--- src/design/gwmc_ram.sv ---
// Generic single write port, single read port RAM with registered read.
`default_nettype none
module gwmc_ram #(
	parameter int WIDTH = 8,
	parameter int DEPTH = 256
) (
	input  wire logic                     clk,
	input  wire logic                     we,
	input  wire logic [$clog2(DEPTH)-1:0] waddr,
	input  wire logic [WIDTH-1:0]         wdata,
	input  wire logic [$clog2(DEPTH)-1:0] raddr,
	output logic      [WIDTH-1:0]         rdata
);
	logic [WIDTH-1:0] mem [DEPTH];

	always_ff @(posedge clk) begin
		if (we) begin
			mem[waddr] <= wdata;
		end
		rdata <= mem[raddr];
	end
endmodule
`default_nettype wire

--- config.mk ---
export PLATFORM = sky130hd
export DESIGN_NAME = gwmc_ram
export DESIGN_NICKNAME = d
export VERILOG_FILES = /design/src/design/gwmc_ram.sv
export SDC_FILE = /design/constraint.sdc
export NUM_CORES = 2
export LEC_CHECK = 0
export ABC_AREA = 0
export BUFFER_PORTS_ARGS = -buffer_cell sky130_fd_sc_hd__clkbuf_2
export CAP_MARGIN = 20
export CORE_MARGIN = 3
export CORE_UTILIZATION = 44
export DETAILED_ROUTE_END_ITERATION = 8
export GPL_TIMING_DRIVEN = 1
export HOLD_SLACK_MARGIN = 0.02
export PLACE_DENSITY = 0.59
export RECOVER_POWER = 100
export SLEW_MARGIN = 25
export SYNTH_ARGS = -nofsm -noshare
export SYNTH_HDL_FRONTEND = slang
export SYNTH_SLANG_ARGS = --single-unit
export TNS_END_PERCENT = 100
--- constraint.sdc ---
create_clock -name clk -period 2.6 [get_ports clk]
set_input_delay 0.65 -clock clk [delete_from_list [all_inputs] [get_ports clk]]
set_output_delay 0.65 -clock clk [all_outputs]
set_load 0.05 [all_outputs]
; ---- After elaboration in Yosys (flattened, before gate mapping)
; Memories as Yosys holds them, arrays and structs flattened. A register that Yosys moved wholly into a read port is not among the register bits.
; Index checks and enable logic that the tools add are counted.
; Widths: inputs -> output; s select.
[classes]
muxes = 2
[ops]
columns = op, count
row1 = $mux 1, 2
[word_totals]
regBits = 0
ram_bits = 2048
in_bits = 26
elab_cells = 3
n_memories = 1
[mem_list]
columns = memory, words, word_bits, rd, rd_clocked_by_memory_dff, wr, line
row1 = mem, 256, 8, 1, 1, 1, 14  ; logic [WIDTH-1:0] mem [DEPTH];

; ---- Depth between registers and ports, before layout
[depth]
ltp_word = 2
ltp_mapped = 11
mapped_depth_nobuf = 6

; ---- Least setup slack after synthesis
; OpenSTA, ideal clock, no wires.
[synth_timing]
kind = input to register
from = input raddr[0]
to = register rdata[2], read port of mem
setup_ns = 0.131
arrival_time_ns = 2.457
setup_slack_ns = 0.012
cell_stages = 9
path_buffers = 4
cell_sequence = buf_6 buf_12 buf_8 buf_2 mux4_2 a22oi_1 a21oi_1 nor4_1 nor4_2
[synth_rtl]
columns = item, line
row1 = from (decl), 11  ; input wire logic [$clog2(DEPTH)-1:0] raddr,
row2 = to (decl), 12  ; output logic [WIDTH-1:0] rdata

==> flow_summary.json <==
{
  "wire_per_inst_um": 28.8,
  "syn_avg_cell_area_sq_um": 21.3,
  "arrival_ns": 3.26,
  "port_buffers": 33,
  "drtAntennaViolNets": 0,
  "synth_nets": 3759,
  "path_clk_slew_ns": 0.06,
  "drv_slew": 538,
  "root_buffer": "clkbuf_16",
  "status": "finished with violations",
  "yosysMostFrequentCell": "edfxtp_1",
  "rsz0062_at_grt": "false",
  "grt_overflow": 0,
  "hold_path.class": "input pin to flop",
  "drive_gt1_frac": 0.281,
  "maxCapViolCount": 9,
  "grt_use_total": 0.220,
  "synth.area.top_cells": "edfxtp_1 77%, mux4_2 13%, mux2i_1 1.7%",
  "min_to": "mem[200][4]$_DFFE_PP_",
  "yosys.area.top_type": "edfxtp_1",
  "dp_hpwl_mm": 133,
  "post-place-ws_ns": -1.26,
  "seqPwrFrac": 0.524,
  "p_comb_frac": 0.057,
  "ir_drop_v": 0.000645,
  "drcViolationCount": 0,
  "worst_setup_path_start_kind": "input pin",
  "max_slew_margin": -0.678,
  "synth_ff_type": "edfxtp_1",
  "io-pin-count": 34,
  "switchingPower_w": 0.0148,
  "dr.first_iter.drc_count": 4838,
  "min_path_cells": 1,
  "via_per_inst": 5.83,
  "synth.cell_area_sq_um": 79600,
  "required_ns": 3.28,
  "drt-pass1-iter-count": 5,
  "yosysUniqueCellTypes": 55,
  "r2r_start": "mem[128][1]$_DFFE_PP_",
  "max_freq_ghz": 0.387,
  "reg2reg_to": "rdata[1]$_DFF_P_",
  "hp-start": "wdata[4]",
  "finalSetupViolations": 0,
  "worstMarginPinSlew_ns": 2.52,
  "switching_share": 0.212,
  "cts_tree": "yes",
  "ys_warn_count": 0,
  "ys_seq_area_frac": 0.775,
  "p_per_area_nw_per_um2": 744,
  "crit_fanout": 20,
  "final_nets": 4545,
  "coreArea_sq_um": 179000,
  "h-tree-depth": 4,
  "tns_ns": 0,
  "r2r_setup_slack_ns": 0.11,
  "fillers": 14100,
  "clk_latency_ns": 0.83,
  "hold_viol": 0,
  "async_flop_share": 0,
  "antenna_found_initial": 10,
  "rows": 155,
  "internal-power_w": 0.0550,
  "synth_top_area_frac": 0.773,
  "cts_buffers": 205,
  "via_count": 41100,
  "grt_max_degree": 97,
  "cts_hold_buf": 0,
  "synth-seq-cells": 2056,
  "finalPower_w": 0.0698,
  "die_area_sq_um": 186000,
  "clock_power_share": 0.419,
  "skew_ns": 0.0198,
  "area_growth_pct": 18.0,
  "period_needed_ns": 2.58,
  "regArea_sq_um": 61700,
  "multi_input_area_sq_um": 16600,
  "clkSinkCount": 2056,
  "period_share": 0.993,
  "setup_ws_ns": 0.0188,
  "gp_congestion": 0.825,
  "synth_cells": 3733,
  "synth.top_cells.by_count": "2048 x edfxtp_1, 454 x mux4_2, 282 x nor2_1",
  "synth_edf_count": 2048,
  "grt_pass1_wl_mm": 297,
  "critPathCaptureType": "flop",
  "start_util": 0.444,
  "p_leak_nw": 29.8,
  "criticalPathCategory": "input pin to flop",
  "grt_pass1_vias": 41700,
  "totalWireLength_mm": 203,
  "reg2regPathDepth": 6,
  "fp.dieW_um": 431,
  "violations": "max-capacitance violations, max-slew violations",
  "die_h_um": 431,
  "clk_path_buf_depth": 3
}
power groups by stage:
stage	Sequential, W	Clock, W	Combinational [W]
after CTS	0.0366	0.0298	0.00409
final	0.0366	0.0292	0.00401
after global routing	0.0366	0.0312	0.00424
after floorplan	0.0374	0	0.00177
after detailed placement	0.0373	0	0.00407
after global placement	0.0373	0	0.00403
metal layers:
| metal | GRT usage | up-vias | wire [um] |
|---|---|---|---|
| met1 | 0.318 | 21800 | 85300 |
| met3 | 0.0354 | 285 | 14700 |
| met5 | 0 | - | 0 |
| li1 | - | 17300 | - |
| met4 | 0.0625 | 0 | 5590 |
| met2 | 0.350 | 1657 | 97500 |
area by class of cell:
type / count / share of cell area
diodes: 3 / 0.0000800
clock buffers: 261 / 0.0575
clock inverters: 111 / 0.0135
inverters: 2 / 0.0000800
multi-input cells: 1442 / 0.177
flip-flops and latches: 2056 / 0.657
well taps: 2355 / 0.0314
repair buffers: 812 / 0.0637
layout by cell type, fill, tap and decap left out, types with 19 or more instances in the layout:
| cell type | instances |
|---|---|
| clkbuf_1 | 323 |
| nor2_1 | 279 |
| clkinv_1 | 34 |
| a21oi_1 | 96 |
| nand2_1 | 33 |
| clkbuf_2 | 72 |
| edfxtp_1 | 2048 |
| buf_4 | 370 |
| nor3_1 | 19 |
| clkbuf_16 | 205 |
| o22ai_1 | 28 |
| nor4_1 | 19 |
| nand3_1 | 30 |
| clkinv_2 | 32 |
| mux4_2 | 454 |
| nor2b_1 | 28 |
| a22oi_1 | 133 |
| bufinv_16 | 21 |
| o221ai_1 | 46 |
| mux2i_1 | 134 |
| buf_12 | 85 |
worst max-delay path by stage:
stage | from | endpoint | cells after the start | slack, ns
after floorplan | raddr[0] | rdata[2]$_DFF_P_ | 9 | 0.01
after global placement | raddr[0] | rdata[1]$_DFF_P_ | 10 | -1.36
after detailed placement | raddr[0] | rdata[5]$_DFF_P_ | 10 | -1.26
after CTS | raddr[0] | rdata[5]$_DFF_P_ | 10 | -0.14
after global routing | raddr[0] | rdata[1]$_DFF_P_ | 10 | 0.0003
final | raddr[0] | rdata[1]$_DFF_P_ | 10 | 0.02
critical path, cell delays in order:
cell and delay (ns):
buf_8 0.18, buf_12 0.22, buf_4 0.18, buf_4 0.11, mux4_2 0.47, nor2b_1 0.14, a211oi_1 0.40, nor3_1 0.20
nor4_4 0.53, nor4_1 0.12
state kept, by name, indices dropped and copies added, names as in the netlist:
register  flops
rdata         8
mem        2048
metrics by stage:
step	cells	util	hold WS [ns]	instance area (sq um)
after floorplan	3733	-	0.749	79600
after global placement	6667	0.494	0.926	88400
after detailed placement	6667	0.494	0.930	88400
after CTS	7039	0.532	0.0349	95200
after global routing	7040	0.524	0.333	93900
final	7042	0.524	0.335	93900
kinds of logic (layout without fill, tap and decap cells):
family	after synthesis	count (layout)	synth area share
compound gates	385	385	0.0342
flops	2056	2056	0.775
mux	591	591	0.146
simple gates	466	466	0.0263
other cells	0	3	0
buf+inv	235	1186	0.0183
what timing repair did:
| item | 4_1_cts | 5_1_grt |
|---|---|---|
| endpoints found under the setup margin | 5 | 4 |
| gates resized for setup | 7 | 8 |
| pin swaps | 0 | 3 |
| buffers inserted | 0 | 0 |
(Power assumes the default switching activity.)
